[config.mk]
export PLATFORM = sky130hd
export DESIGN_NAME = epgb_cfg
export DESIGN_NICKNAME = d
export VERILOG_FILES = /design/src/sv/edge_pixel_graph_builder_defines.svh /design/src/sv/epgb_pkg.sv /design/src/sv/epgb_cfg.sv
export SDC_FILE = /design/constraint.sdc
export NUM_CORES = 1
export LEC_CHECK = 0
export BUFFER_PORTS_ARGS = -buffer_cell sky130_fd_sc_hd__buf_2
export CAP_MARGIN = 30
export CORE_UTILIZATION = 49
export CTS_BUF_LIST = sky130_fd_sc_hd__clkbuf_4 sky130_fd_sc_hd__clkbuf_8 sky130_fd_sc_hd__clkbuf_16
export DETAILED_ROUTE_END_ITERATION = 12
export PLACE_DENSITY = 0.86
export SYNTH_ARGS = -nofsm -noshare
export SYNTH_HDL_FRONTEND = slang
export SYNTH_SLANG_ARGS = --single-unit
[constraint.sdc]
create_clock -name clk -period 2.4 [get_ports clk]
set_clock_uncertainty 0.05 [all_clocks]
set_input_delay 0 -clock clk [delete_from_list [all_inputs] [get_ports clk]]
set_output_delay 0 -clock clk [all_outputs]
set_load 0.02 [all_outputs]
[src/sv/edge_pixel_graph_builder_defines.svh]
// assertion macros for the edge pixel graph builder
// no dependencies; included by the top level
`ifndef EDGE_PIXEL_GRAPH_BUILDER_DEFINES_SVH
`define EDGE_PIXEL_GRAPH_BUILDER_DEFINES_SVH
`ifndef SYNTHESIS
`define EPGB_ASSERT_IMP(label, clk, rst_n, ante, cons) \
  label: assert property (@(posedge clk) disable iff (!rst_n) (ante) |-> (cons)) \
    else $error("edge pixel graph builder: check failed");
`define EPGB_ASSERT_NXT(label, clk, rst_n, ante, cons) \
  label: assert property (@(posedge clk) disable iff (!rst_n) (ante) |=> (cons)) \
    else $error("edge pixel graph builder: check failed");
`else
`define EPGB_ASSERT_IMP(label, clk, rst_n, ante, cons)
`define EPGB_ASSERT_NXT(label, clk, rst_n, ante, cons)
`endif
`endif

[src/sv/epgb_pkg.sv]
// shared types and constants for the edge pixel graph builder
// no dependencies
`timescale 1ns / 1ps
`default_nettype none
package epgb_pkg;
  localparam int DEF_MAX_WIDTH  = 1024;
  localparam int DEF_MAX_HEIGHT = 1024;
  localparam int DIM_W          = 13;
  localparam int QUEUE_DEPTH    = 4;
  localparam int QCNT_W         = $clog2(QUEUE_DEPTH + 1);
  localparam int OUT_DATA_W     = 152;

  localparam logic [2:0] REG_WIDTH  = 3'd0;
  localparam logic [2:0] REG_HEIGHT = 3'd1;
  localparam logic [2:0] REG_THRESH = 3'd2;
  localparam logic [2:0] REG_MODE   = 3'd3;
  localparam logic [2:0] REG_LABEL  = 3'd4;

  typedef enum logic [1:0] {
    KIND_NODE    = 2'd0,
    KIND_EDGE    = 2'd1,
    KIND_SUMMARY = 2'd2
  } kind_t;

  typedef struct packed {
    logic [10:0] frame_width;
    logic [10:0] frame_height;
    logic [7:0]  edge_threshold;
    logic        eight_mode;
    logic [15:0] graph_label;
  } cfg_t;

  typedef struct packed {
    logic [7:0] top;
    logic [7:0] mid;
    logic [7:0] edge_v;
  } line_t;

  typedef struct packed {
    logic        valid;
    logic [20:0] num;
  } node_ent_t;

  // mask: node, left pair, up pair, up-left pair, up-right pair, summary
  typedef struct packed {
    logic [9:0]        mask;
    logic [9:0]        row;
    logic [9:0]        col;
    logic [7:0]        intensity;
    logic signed [10:0] gx;
    logic signed [10:0] gy;
    logic [20:0]       id;
    logic [20:0]       left_num;
    logic [20:0]       up_num;
    logic [20:0]       ul_num;
    logic [20:0]       ur_num;
    logic [20:0]       node_total;
    logic [23:0]       edge_total;
    logic [15:0]       label;
  } job_t;
endpackage
`default_nettype wire

[src/sv/epgb_cfg.sv]
// apb configuration registers
// depends on epgb_pkg
`timescale 1ns / 1ps
`default_nettype none
module epgb_cfg (
  input  wire logic         clk,
  input  wire logic         rst_n,
  input  wire logic         cfg_psel,
  input  wire logic         cfg_penable,
  input  wire logic         cfg_pwrite,
  input  wire logic [4:0]   cfg_paddr,
  input  wire logic [31:0]  cfg_pwdata,
  output logic [31:0]       cfg_prdata,
  output logic              cfg_pready,
  output epgb_pkg::cfg_t    cfg_o
);
  epgb_pkg::cfg_t cfg_r;
  logic           wr;
  logic [2:0]     idx;

  assign wr         = cfg_psel && cfg_penable && cfg_pwrite;
  assign idx        = cfg_paddr[4:2];
  assign cfg_pready = 1'b1;
  assign cfg_o      = cfg_r;

  always_ff @(posedge clk) begin
    if (!rst_n) begin
      cfg_r.frame_width    <= 11'd1024;
      cfg_r.frame_height   <= 11'd1024;
      cfg_r.edge_threshold <= 8'd25;
      cfg_r.eight_mode     <= 1'b0;
      cfg_r.graph_label    <= 16'd0;
    end else if (wr) begin
      unique case (idx)
        epgb_pkg::REG_WIDTH:  cfg_r.frame_width    <= cfg_pwdata[10:0];
        epgb_pkg::REG_HEIGHT: cfg_r.frame_height   <= cfg_pwdata[10:0];
        epgb_pkg::REG_THRESH: cfg_r.edge_threshold <= cfg_pwdata[7:0];
        epgb_pkg::REG_MODE:   cfg_r.eight_mode     <= cfg_pwdata[0];
        epgb_pkg::REG_LABEL:  cfg_r.graph_label    <= cfg_pwdata[15:0];
        default: ;
      endcase
    end
  end

  always_comb begin
    unique case (idx)
      epgb_pkg::REG_WIDTH:  cfg_prdata = {21'd0, cfg_r.frame_width};
      epgb_pkg::REG_HEIGHT: cfg_prdata = {21'd0, cfg_r.frame_height};
      epgb_pkg::REG_THRESH: cfg_prdata = {24'd0, cfg_r.edge_threshold};
      epgb_pkg::REG_MODE:   cfg_prdata = {31'd0, cfg_r.eight_mode};
      epgb_pkg::REG_LABEL:  cfg_prdata = {16'd0, cfg_r.graph_label};
      default:              cfg_prdata = 32'd0;
    endcase
  end
endmodule
`default_nettype wire

==> flow_results.xml, run 1 <==
<?xml version="1.0" encoding="UTF-8"?>
<metrics>
  <group name="timing">
    <metric name="max_slew.worst_pin.slew" unit="ns">0.539</metric>
    <metric name="finalSetupTns" unit="ns">0</metric>
    <metric name="timing.final.setup_violations" unit="">0</metric>
    <metric name="rsz0062_at_grt" unit="">false</metric>
    <metric name="final_hold_viol_count" unit="">0</metric>
    <metric name="final_critical_path_time_including_i_o_delays_and_setup" unit="ns">1.29</metric>
    <metric name="finalMaxSlewViolations" unit="">0</metric>
    <metric name="post-route-period-util" unit="%">53.7</metric>
    <metric name="slew-limit-headroom" unit="%">64.0</metric>
    <metric name="maxClockFrequency" unit="MHz">776</metric>
  </group>
  <group name="clock_tree">
    <metric name="ctsRootBufferMaster" unit="">sky130_fd_sc_hd__clkbuf_8</metric>
    <metric name="worst_skew_pair.late_latency" unit="ns">0.30</metric>
    <metric name="tritoncts" unit="">yes</metric>
    <metric name="ctsResizeCount" unit="">0</metric>
    <metric name="htree_num_levels" unit="">2</metric>
    <metric name="path_clk_slew" unit="ns">0.08</metric>
    <metric name="number_of_buffers_between_clock_root_and_the_deepest_sink" unit="">2</metric>
    <metric name="cts_num_sinks" unit="">47</metric>
    <metric name="numCtsBuffers" unit="">5</metric>
  </group>
  <group name="worst_setup_path">
    <metric name="cp.required" unit="ns">2.35</metric>
    <metric name="critical_setup_path_class" unit="">primary input to output port</metric>
    <metric name="crit_path_max_cell_delay" unit="ns">0.36</metric>
    <metric name="cp_common_cell" unit="">sky130_fd_sc_hd__buf_2</metric>
    <metric name="worst-endpoint-arrival" unit="ns">1.24</metric>
    <metric name="launching_element_type_of_the_critical_path" unit="">primary input</metric>
    <metric name="critical_path_peak_fanout" unit="">17</metric>
    <metric name="crit_path_cell_trace" unit="">buf_2 -&gt; nor3b_2 -&gt; buf_4 -&gt; nand2_1 -&gt; o211ai_1 -&gt; buf_2</metric>
    <metric name="critical_path.endpoint_type" unit="">output port</metric>
    <metric name="crit_slowest_cell" unit="">sky130_fd_sc_hd__nor3b_2</metric>
  </group>
  <group name="floorplan">
    <metric name="row_count" unit="">24</metric>
    <metric name="die_width" unit="µm">71.3</metric>
    <metric name="boundaryPins" unit="">122</metric>
    <metric name="start_util" unit="%">52.5</metric>
    <metric name="floorplan.die_area" unit="µm²">5080</metric>
    <metric name="core_area" unit="µm²">4470</metric>
    <metric name="die-height" unit="µm">71.3</metric>
  </group>
  <group name="drt">
    <metric name="routed_via_density" unit="">5.16</metric>
    <metric name="final_antenna_net_count" unit="">0</metric>
    <metric name="drt_first_iter_violations" unit="">103</metric>
    <metric name="drc" unit="">9</metric>
    <metric name="drt-total-wl" unit="mm">5.84</metric>
    <metric name="first_pass_iters" unit="">9</metric>
    <metric name="dr_total_vias" unit="">2084</metric>
    <metric name="detail_route.wl_per_cell" unit="µm">14.5</metric>
  </group>
  <group name="cells_and_area">
    <metric name="post_route_cells_drive_above_1_share" unit="%">30.1</metric>
    <metric name="mostFrequentLayoutCell" unit="">sky130_fd_sc_hd__buf_2</metric>
    <metric name="nFillCells" unit="">396</metric>
    <metric name="multiInputGateArea" unit="µm²">1220</metric>
    <metric name="area.sequential" unit="µm²">941</metric>
    <metric name="finish.instance_area" unit="µm²">3000</metric>
    <metric name="layout_common_cells" unit="">sky130_fd_sc_hd__buf_2 (86), sky130_fd_sc_hd__nand2_1 (65), sky130_fd_sc_hd__mux2i_1 (53), sky130_fd_sc_hd__dfxtp_1 (47), sky130_fd_sc_hd__conb_1 (17)</metric>
    <metric name="largest_register_ff_count" unit="">47</metric>
    <metric name="nets_finish" unit="">393</metric>
    <metric name="area_delta_synth_final" unit="%">27.8</metric>
    <metric name="ant_cells" unit="">0</metric>
  </group>
  <group name="yosys">
    <metric name="share_of_synthesized_area_occupied_by_flip_flops_and_latches" unit="%">40.0</metric>
    <metric name="yosys.cell_types.count" unit="">30</metric>
    <metric name="synth.ff_latch_count" unit="">47</metric>
    <metric name="syn_inst" unit="">256</metric>
    <metric name="synthesis.area_per_instance" unit="µm²">9.18</metric>
    <metric name="synthesis.yosys.warnings" unit="">0</metric>
    <metric name="synth_top_area_share" unit="%">40.0</metric>
    <metric name="synth_area_leader_cell" unit="">sky130_fd_sc_hd__dfxtp_1</metric>
    <metric name="post_synth_main_area_contributors" unit="">sky130_fd_sc_hd__dfxtp_1 (40%), sky130_fd_sc_hd__mux2i_1 (23%), sky130_fd_sc_hd__nand2_1 (10%)</metric>
    <metric name="synthesis.area" unit="µm²">2350</metric>
  </group>
  <group name="global_routing">
    <metric name="grt_first_pass_wirelength" unit="mm">9.37</metric>
    <metric name="vias_in_the_first_global_route" unit="">1916</metric>
    <metric name="antenna_found_initial" unit="">0</metric>
    <metric name="global_route.overflow_total" unit="">0</metric>
    <metric name="largest_net_degree_at_the_start_of_global_routing" unit="">42</metric>
    <metric name="grt_use_total" unit="%">24.0</metric>
  </group>
  <group name="placement">
    <metric name="dp.final_hpwl" unit="mm">3.85</metric>
    <metric name="gp_congestion" unit="">0.808</metric>
    <metric name="port_buffers" unit="">86</metric>
    <metric name="placed_cell_areas" unit="µm²">2730</metric>
  </group>
  <group name="power_and_ir_drop">
    <metric name="total_switching_power" unit="mW">0.382</metric>
    <metric name="vdd_ir_drop_max" unit="mV">0.359</metric>
    <metric name="p_int" unit="mW">1.19</metric>
    <metric name="power_switching_share" unit="%">24.3</metric>
    <metric name="combPwrFrac" unit="%">11.6</metric>
    <metric name="power_frac_clock" unit="%">38.2</metric>
    <metric name="pwr-share-seq" unit="%">50.3</metric>
    <metric name="p_leak" unit="nW">1.38</metric>
    <metric name="power_density" unit="nW/µm²">523</metric>
  </group>
  <group name="outcome">
    <metric name="result_of_the_run" unit="">finished, violations left</metric>
    <metric name="violations" unit="">DRC</metric>
  </group>
  <group name="hold_path">
    <metric name="worst_hold_check_path_type" unit="">primary input to flip-flop</metric>
  </group>
  <group name="flow_run">
    <metric name="maxCapViolCount" unit="">0</metric>
  </group>
</metrics>
## routing by layer
metal / global-route usage [%] / up-vias / wire, µm
li1: - / 1025 / -
met1: 30.4 / 981 / 2670
met2: 41.5 / 72 / 2780
met3: 5.34 / 6 / 338
met4: 6.44 / 0 / 52
met5: 0 / - / 0
## power by group through the flow
stage	sequential (mW)	clock (mW)	combinational, mW
floorplan	0.815	0	0.125
global route	0.791	0.648	0.197
finish	0.790	0.600	0.182
detailed placement	0.808	0	0.159
CTS	0.790	0.609	0.180
global placement	0.808	0	0.158
## critical path, delay by kind of cell
family / cells / cell delay, ns
AO/OA/AOI/OAI: 1 / 0.10
buffers and inverters: 3 / 0.71
AND/OR/NAND/NOR: 2 / 0.42
## final timing paths
kind,from,to,slack (ns),cells past startpoint
worst max register to register,cfg_o[17],cfg_o[17],1.68,2
worst max-delay path,cfg_paddr[3],cfg_prdata[3],1.11,6
worst min-delay path,rst_n,cfg_o[35],0.06,2
worst min register to register,cfg_o[11],cfg_o[11],0.42,2
## final cells by class
| cell class | instances | share of cell area (%) |
|---|---|---|
| clock buffer | 6 | 2.75 |
| inverter | 4 | 0.500 |
| multi-input combinational | 186 | 40.8 |
| tap | 52 | 2.17 |
| timing repair buffer | 107 | 21.3 |
| sequential | 47 | 31.3 |
| clock inverter | 2 | 1.17 |
## synth_stat cells (all sizes together)
cell / count
a2bb2oi: 3
o21a: 1
mux2i: 53
inv: 4
dfxtp: 47
buf: 25
nand2: 65
nor2b: 2
nand4b: 1
and2: 5
nand4: 1
o211ai: 8
o21ai: 6
nor2: 6
o221ai: 1
clkbuf: 9
o311ai: 4
conb: 2
nand2b: 1
o31ai: 1
nand3b: 7
nor3b: 2
or2: 2
## cells by family (layout without fill, tap and decap cells)
logic type / count (synthesis) / count (layout) / synth area share (%)
buffers and inverters: 38 / 119 / 10.7
DFF: 47 / 47 / 40.0
and+or+nand+nor: 92 / 92 / 18.9
other: 2 / 17 / 0.319
AOI/OAI and AO/OA: 24 / 24 / 7.45
muxes: 53 / 53 / 22.6
## through the flow
step	setup WS [ns]	std cells	utilization (%)	hold WS (ns)	total power, mW
5_1_grt	1.02	404	67.1	0.0701	1.64
6_report	1.11	404	67.1	0.0590	1.57
4_1_cts	1.12	404	67.1	0.0521	1.58
2_1_floorplan	1.17	271	-	0.0922	0.941
3_5_place_dp	0.891	380	60.9	0.204	0.967
3_3_place_gp	0.916	380	60.9	0.198	0.966
## what timing repair did
item,CTS,global route
buffers inserted,0,0
endpoints found under the hold margin,46,0
hold buffers,16,0
Power figures use the tool's default switching activity.
==> run 2, diff against run 1 <==
- ABC_AREA: default -> 1
- CORE_UTILIZATION: 49 -> 42
- PLACE_DENSITY: 0.86 -> 0.77
- clock period: 2.4 -> 1.1 ns (I/O delays scaled with it)
==> flow_results.xml, run 2 <==
<?xml version="1.0" encoding="UTF-8"?>
<metrics>
  <group name="floorplan">
    <metric name="die_width" unit="µm">78.9</metric>
    <metric name="start_util" unit="%">44.3</metric>
    <metric name="core_area" unit="µm²">5610</metric>
    <metric name="boundaryPins" unit="">122</metric>
    <metric name="row_count" unit="">27</metric>
    <metric name="die-height" unit="µm">78.9</metric>
    <metric name="floorplan.die_area" unit="µm²">6220</metric>
  </group>
  <group name="worst_setup_path">
    <metric name="crit_path_cell_trace" unit="">inv_2 -&gt; nor2_1 -&gt; nor2_1 -&gt; nand3_2 -&gt; buf_6</metric>
    <metric name="launching_element_type_of_the_critical_path" unit="">flip-flop</metric>
    <metric name="reg2reg_setup_slack" unit="ns">0.33</metric>
    <metric name="timing_startpoint_of_the_critical_path" unit="">cfg_o[25]</metric>
    <metric name="timing.rr.start" unit="">cfg_o[42]</metric>
    <metric name="family_with_the_most_delay_on_the_worst_path" unit="">flip-flops</metric>
    <metric name="crit_end" unit="">cfg_prdata[0]</metric>
    <metric name="critical_setup_path_class" unit="">flip-flop to output port</metric>
    <metric name="worstReg2RegEnd" unit="">cfg_o[42]</metric>
    <metric name="cp.required" unit="ns">1.05</metric>
    <metric name="crit_slowest_cell" unit="">sky130_fd_sc_hd__dfxtp_2</metric>
    <metric name="crit_path_max_cell_delay" unit="ns">0.34</metric>
    <metric name="critical_path.endpoint_type" unit="">output port</metric>
    <metric name="cp_common_cell" unit="">sky130_fd_sc_hd__nor2_1</metric>
    <metric name="critical_path_peak_fanout" unit="">3</metric>
    <metric name="worst-path-buf-inv" unit="">2</metric>
    <metric name="worstSetupPathDepth" unit="">5</metric>
    <metric name="worst-endpoint-arrival" unit="ns">1.05</metric>
    <metric name="timing.reg2reg.worst_path_depth" unit="">3</metric>
  </group>
  <group name="yosys">
    <metric name="synth_area_leader_cell" unit="">sky130_fd_sc_hd__dfxtp_1</metric>
    <metric name="yosys.area_share.adder" unit="%">0</metric>
    <metric name="yosys.area_share.xor_xnor" unit="%">0</metric>
    <metric name="synth_enable_flop_cells" unit="">0</metric>
    <metric name="share_of_synthesized_area_occupied_by_flip_flops_and_latches" unit="%">37.9</metric>
    <metric name="synthesis.yosys.warnings" unit="">0</metric>
    <metric name="synth.ff_latch_count" unit="">47</metric>
    <metric name="most_common_cell_in_the_netlist" unit="">sky130_fd_sc_hd__nand2_1</metric>
    <metric name="synth_top_area_share" unit="%">37.9</metric>
    <metric name="yosys-mux-area-fraction" unit="%">0</metric>
    <metric name="synth_top_family_by_area" unit="">simple AND/OR/NAND/NOR gates</metric>
    <metric name="most_common_flop_cell_mapped_by_yosys" unit="">sky130_fd_sc_hd__dfxtp_1</metric>
    <metric name="post_synth_and_or_nand_nor_area_fraction" unit="%">45.6</metric>
    <metric name="synthesis.area" unit="µm²">2480</metric>
    <metric name="yosys.cell_types.count" unit="">17</metric>
    <metric name="post_synth_main_area_contributors" unit="">sky130_fd_sc_hd__dfxtp_1 (38%), sky130_fd_sc_hd__nand2_1 (18%), sky130_fd_sc_hd__nor2_1 (15%)</metric>
    <metric name="synthesis.area_per_instance" unit="µm²">6.13</metric>
    <metric name="synth-compound-area-share" unit="%">0.403</metric>
    <metric name="syn_inst" unit="">405</metric>
    <metric name="synth_async_sr_flop_share" unit="%">0</metric>
    <metric name="post_synth_most_frequent_cells" unit="">sky130_fd_sc_hd__nand2_1 (117), sky130_fd_sc_hd__nor2_1 (99), sky130_fd_sc_hd__nand3_1 (54)</metric>
  </group>
  <group name="timing">
    <metric name="final_hold_viol_count" unit="">0</metric>
    <metric name="finalMaxSlewViolations" unit="">0</metric>
    <metric name="hold_ws" unit="ns">0.00488</metric>
    <metric name="fin_ws" unit="ns">0.00270</metric>
    <metric name="final_critical_path_time_including_i_o_delays_and_setup" unit="ns">1.10</metric>
    <metric name="timing.final.setup_violations" unit="">0</metric>
    <metric name="finalSetupTns" unit="ns">0</metric>
    <metric name="rsz0062_at_grt" unit="">true</metric>
    <metric name="maxClockFrequency" unit="MHz">911</metric>
    <metric name="post-route-period-util" unit="%">99.8</metric>
  </group>
  <group name="global_routing">
    <metric name="grt_busiest_layer" unit="">met2</metric>
    <metric name="global_route.overflow_total" unit="">0</metric>
    <metric name="antenna_found_initial" unit="">0</metric>
    <metric name="grt_first_pass_wirelength" unit="mm">10.8</metric>
    <metric name="met3_track_usage_gr" unit="%">4.25</metric>
    <metric name="vias_in_the_first_global_route" unit="">2375</metric>
    <metric name="use_met2" unit="%">38.4</metric>
    <metric name="largest_net_degree_at_the_start_of_global_routing" unit="">48</metric>
    <metric name="grt_use_total" unit="%">21.8</metric>
    <metric name="globalRouteMet1Util" unit="%">26.6</metric>
  </group>
  <group name="clock_tree">
    <metric name="numCtsBuffers" unit="">5</metric>
    <metric name="path_clk_slew" unit="ns">0.09</metric>
    <metric name="htree_num_levels" unit="">2</metric>
    <metric name="cts_num_sinks" unit="">47</metric>
    <metric name="number_of_buffers_between_clock_root_and_the_deepest_sink" unit="">2</metric>
    <metric name="worst_skew_pair.late_latency" unit="ns">0.29</metric>
    <metric name="ctsRootBufferMaster" unit="">sky130_fd_sc_hd__clkbuf_8</metric>
    <metric name="tritoncts" unit="">yes</metric>
  </group>
  <group name="cells_and_area">
    <metric name="multiInputGateArea" unit="µm²">1250</metric>
    <metric name="ant_cells" unit="">0</metric>
    <metric name="largest_register_ff_count" unit="">47</metric>
    <metric name="mostFrequentLayoutCell" unit="">sky130_fd_sc_hd__nand2_1</metric>
    <metric name="post_route_cells_drive_above_1_share" unit="%">35.5</metric>
    <metric name="area_delta_synth_final" unit="%">43.3</metric>
    <metric name="nets_finish" unit="">568</metric>
    <metric name="layout_common_cells" unit="">sky130_fd_sc_hd__nand2_1 (109), sky130_fd_sc_hd__nor2_1 (97), sky130_fd_sc_hd__buf_2 (77), sky130_fd_sc_hd__nand3_1 (52), sky130_fd_sc_hd__inv_1 (34)</metric>
    <metric name="area.sequential" unit="µm²">976</metric>
    <metric name="nFillCells" unit="">523</metric>
  </group>
  <group name="drt">
    <metric name="final_antenna_net_count" unit="">0</metric>
    <metric name="drt_first_iter_violations" unit="">201</metric>
    <metric name="routed_via_density" unit="">4.68</metric>
    <metric name="dr_total_vias" unit="">2802</metric>
    <metric name="drt-total-wl" unit="mm">7.11</metric>
    <metric name="drc" unit="">0</metric>
    <metric name="first_pass_iters" unit="">5</metric>
    <metric name="detail_route.wl_per_cell" unit="µm">11.9</metric>
  </group>
  <group name="power_and_ir_drop">
    <metric name="power_density" unit="nW/µm²">948</metric>
    <metric name="total_power" unit="mW">3.37</metric>
    <metric name="p_leak" unit="nW">1.87</metric>
    <metric name="vdd_ir_drop_max" unit="mV">0.660</metric>
  </group>
  <group name="hold_path">
    <metric name="worst_hold_check_path_type" unit="">primary input to flip-flop</metric>
  </group>
  <group name="placement">
    <metric name="dp.final_hpwl" unit="mm">4.66</metric>
    <metric name="gp_congestion" unit="">0.822</metric>
    <metric name="pre_cts_ws" unit="ns">0.00565</metric>
    <metric name="port_buffers" unit="">86</metric>
  </group>
  <group name="flow_run">
    <metric name="maxCapViolCount" unit="">0</metric>
  </group>
  <group name="outcome">
    <metric name="result_of_the_run" unit="">complete, no violations</metric>
  </group>
</metrics>
-- run 2: worst min path at each step --
stage,from,end,depth (start not counted)
global route,cfg_pwdata[8],cfg_o[33],5
finish,cfg_pwdata[8],cfg_o[8],5
CTS,cfg_pwdata[8],cfg_o[33],5
floorplan,cfg_pwdata[0],cfg_o[17],2
detailed placement,cfg_pwdata[4],cfg_o[21],3
global placement,cfg_pwdata[0],cfg_o[17],3
-- run 2: area by class of cell --
class	instances	area share, %
Multi-Input combinational cell	295	35.0
Timing Repair Buffer	135	28.1
Sequential cell	47	27.4
Inverter	42	4.43
Tap cell	72	2.53
Clock buffer	7	2.36
Clock inverter	1	0.141
-- run 2: metal layers --
metal | vias up | share of wire, %
met2 | 117 | 48
li1 | 1432 | -
met1 | 1244 | 44
met5 | - | 0
met3 | 9 | 6.6
met4 | 0 | 1.4
-- run 2: repair_timing --
action,in CTS,in global routing
endpoints found under the hold margin,12,0
cloned,0,2
pin swaps,0,13
setup endpoints to repair,6,12
gates resized for setup,11,54
buffers inserted,0,18
hold buffers,10,0
-- run 2: logic make-up after synthesis --
logic type	Yosys count
other cells	2
flops	47
compound gates	2
simple gates	276
buf+inv	78
-- run 2: worst min-delay path, delay by kind of cell --
kind,cells,cell delay [ns]
buf+inv,2,0.13
simple gates,3,0.19
-- run 2: stage by stage --
step	utilization (%)	cells	cell area, µm²
2_1_floorplan	-	420	2540
4_1_cts	58.2	579	3260
3_3_place_gp	54.5	561	3060
6_report	63.4	599	3560
5_1_grt	63.4	599	3560
3_5_place_dp	54.5	561	3060
-- run 2: power breakdown --
group | switching, mW | internal, mW
sequential | 0.0172 | 1.72
clock | 0.572 | 0.497
combinational | 0.335 | 0.228
==> run 3, diff against run 2 <==
- ABC_AREA: 1 -> default
- CORE_UTILIZATION: 42 -> 41
- PLACE_DENSITY: 0.77 -> 0.76
==> flow_results.xml, run 3 (synthesized netlist as in run 1, its figures left out) <==
<?xml version="1.0" encoding="UTF-8"?>
<metrics>
  <group name="timing">
    <metric name="fin_ws" unit="ns">-0.0884</metric>
    <metric name="rsz0062_at_grt" unit="">true</metric>
    <metric name="maxClockFrequency" unit="MHz">841</metric>
    <metric name="hold_ws" unit="ns">0.0323</metric>
    <metric name="finalMaxSlewViolations" unit="">0</metric>
    <metric name="timing.final.setup_violations" unit="">11</metric>
    <metric name="final_critical_path_time_including_i_o_delays_and_setup" unit="ns">1.19</metric>
    <metric name="post-route-period-util" unit="%">108</metric>
    <metric name="final_hold_viol_count" unit="">0</metric>
  </group>
  <group name="global_routing">
    <metric name="grt_first_pass_wirelength" unit="mm">10.0</metric>
    <metric name="global_route.overflow_total" unit="">0</metric>
    <metric name="largest_net_degree_at_the_start_of_global_routing" unit="">27</metric>
    <metric name="grt_use_total" unit="%">21.5</metric>
    <metric name="antenna_found_initial" unit="">0</metric>
    <metric name="vias_in_the_first_global_route" unit="">2044</metric>
  </group>
  <group name="power_and_ir_drop">
    <metric name="vdd_ir_drop_max" unit="mV">0.456</metric>
    <metric name="p_leak" unit="nW">1.54</metric>
    <metric name="power_density" unit="nW/µm²">1020</metric>
  </group>
  <group name="worst_setup_path">
    <metric name="launching_element_type_of_the_critical_path" unit="">flip-flop</metric>
    <metric name="crit_path_max_cell_delay" unit="ns">0.34</metric>
    <metric name="crit_slowest_cell" unit="">sky130_fd_sc_hd__dfxtp_2</metric>
    <metric name="crit_path_cell_trace" unit="">mux2i_1 -&gt; o21a_1 -&gt; o21ai_1 -&gt; buf_4</metric>
    <metric name="critical_path.endpoint_type" unit="">output port</metric>
    <metric name="critical_setup_path_class" unit="">flip-flop to output port</metric>
    <metric name="worst-endpoint-arrival" unit="ns">1.14</metric>
    <metric name="critical_path_peak_fanout" unit="">3</metric>
    <metric name="family_with_the_most_delay_on_the_worst_path" unit="">flip-flops</metric>
    <metric name="worst-path-buf-inv" unit="">1</metric>
    <metric name="cp.required" unit="ns">1.05</metric>
  </group>
  <group name="floorplan">
    <metric name="die_width" unit="µm">77.7</metric>
    <metric name="boundaryPins" unit="">122</metric>
    <metric name="core_area" unit="µm²">5510</metric>
    <metric name="start_util" unit="%">42.7</metric>
    <metric name="floorplan.die_area" unit="µm²">6040</metric>
    <metric name="row_count" unit="">27</metric>
    <metric name="die-height" unit="µm">77.7</metric>
  </group>
  <group name="cells_and_area">
    <metric name="area_delta_synth_final" unit="%">43.1</metric>
    <metric name="layout_common_cells" unit="">sky130_fd_sc_hd__buf_2 (76), sky130_fd_sc_hd__nand2_1 (65), sky130_fd_sc_hd__mux2i_1 (51), sky130_fd_sc_hd__buf_4 (38), sky130_fd_sc_hd__dfxtp_2 (24)</metric>
    <metric name="post_route_cells_drive_above_1_share" unit="%">42.6</metric>
    <metric name="largest_register_ff_count" unit="">47</metric>
    <metric name="ant_cells" unit="">0</metric>
    <metric name="nets_finish" unit="">422</metric>
    <metric name="mostFrequentLayoutCell" unit="">sky130_fd_sc_hd__buf_2</metric>
    <metric name="nFillCells" unit="">484</metric>
  </group>
  <group name="drt">
    <metric name="final_antenna_net_count" unit="">0</metric>
    <metric name="first_pass_iters" unit="">5</metric>
    <metric name="detail_route.wl_per_cell" unit="µm">14.3</metric>
    <metric name="dr_total_vias" unit="">2246</metric>
    <metric name="drt_first_iter_violations" unit="">127</metric>
    <metric name="drt-total-wl" unit="mm">6.46</metric>
    <metric name="routed_via_density" unit="">4.97</metric>
    <metric name="drc" unit="">0</metric>
  </group>
  <group name="clock_tree">
    <metric name="cts_num_sinks" unit="">47</metric>
    <metric name="number_of_buffers_between_clock_root_and_the_deepest_sink" unit="">2</metric>
    <metric name="path_clk_slew" unit="ns">0.08</metric>
    <metric name="tritoncts" unit="">yes</metric>
    <metric name="numCtsBuffers" unit="">5</metric>
    <metric name="worst_skew_pair.late_latency" unit="ns">0.30</metric>
    <metric name="ctsRootBufferMaster" unit="">sky130_fd_sc_hd__clkbuf_8</metric>
    <metric name="htree_num_levels" unit="">2</metric>
  </group>
  <group name="placement">
    <metric name="pre_cts_ws" unit="ns">-0.0755</metric>
    <metric name="gp_congestion" unit="">0.789</metric>
    <metric name="dp.final_hpwl" unit="mm">4.34</metric>
    <metric name="port_buffers" unit="">86</metric>
  </group>
  <group name="outcome">
    <metric name="result_of_the_run" unit="">finished, violations left</metric>
    <metric name="violations" unit="">setup timing</metric>
  </group>
  <group name="flow_run">
    <metric name="maxCapViolCount" unit="">0</metric>
  </group>
  <group name="hold_path">
    <metric name="worst_hold_check_path_type" unit="">primary input to flip-flop</metric>
  </group>
</metrics>
run 3: cell types whose count changed in the layout (fill, tap and decap cells not counted), moves of 8 or more:
cell	before	now
sky130_fd_sc_hd__nor2_1	97	3
sky130_fd_sc_hd__nand3_1	52	0
sky130_fd_sc_hd__mux2i_1	0	51
sky130_fd_sc_hd__nand2_1	109	65
sky130_fd_sc_hd__inv_1	34	4
sky130_fd_sc_hd__nand2_2	9	0
sky130_fd_sc_hd__buf_4	30	38
sky130_fd_sc_hd__inv_2	8	0
sky130_fd_sc_hd__o211ai_1	0	8
run 3: per-stage QoR:
| stage | power, mW | std cells | utilization, % | instance area (µm²) | setup TNS (ns) |
|---|---|---|---|---|---|
| 4_1_cts | 3.45 | 450 | 60.1 | 3310 | -0.593 |
| 6_report | 3.44 | 452 | 61.1 | 3360 | -0.666 |
| 2_1_floorplan | 2.05 | 271 | - | 2410 | 0 |
| 3_5_place_dp | 2.17 | 419 | 53.5 | 2940 | -1.80 |
| 5_1_grt | 3.57 | 452 | 61.1 | 3360 | -1.30 |
| 3_3_place_gp | 2.16 | 419 | 53.5 | 2940 | -0.922 |
run 3: worst paths after layout:
kind | startpoint | to | slack (ns) | depth (start not counted)
setup reg to reg | cfg_o[17] | cfg_o[17] | 0.22 | 3
hold reg to reg | cfg_o[11] | cfg_o[11] | 0.42 | 2
setup / recovery | cfg_o[38] | cfg_prdata[2] | -0.09 | 4
hold / removal | rst_n | cfg_o[11] | 0.03 | 3
run 3: tightest hold or removal path, delay by kind of cell:
family / cells / cell delay, ns
simple gates: 1 / 0.09
mux: 1 / 0.05
buf+inv: 1 / 0.19
run 3: report_power, final:
group | switching [mW] | internal, mW | leakage, nW
Combinational | 0.270 | 0.199 | 1.09
Sequential | 0.0101 | 1.71 | 0.386
Clock | 0.560 | 0.691 | 0.0547
Total | 0.840 | 2.60 | 1.54
run 3: routing by layer:
layer / up-vias / routed length (µm) / global-route usage [%]
li1: 1077 / - / -
met1: 1047 / 2750 / 26.8
met2: 102 / 3120 / 35.9
met3: 20 / 467 / 5.18
met4: 0 / 130 / 7.55
met5: - / 0 / 0
run 3: timing repair:
action                                  CTS  global route
buffers inserted                          8             2
hold endpoints to repair                 41             0
hold buffers                             16             0
endpoints found under the setup margin   11            16
pin swaps                                 3             5
gates resized for setup                  26            13
run 3: final cells by class:
class,instances,area (µm²),area share [%]
timing repair buffer,136,937,27.9
multi-input combinational,186,1240,37.0
clock buffer,6,76.3,2.27
tap,72,90.1,2.68
sequential,47,971,28.9
inverter,4,15.0,0.446
clock inverter,1,30.0,0.893
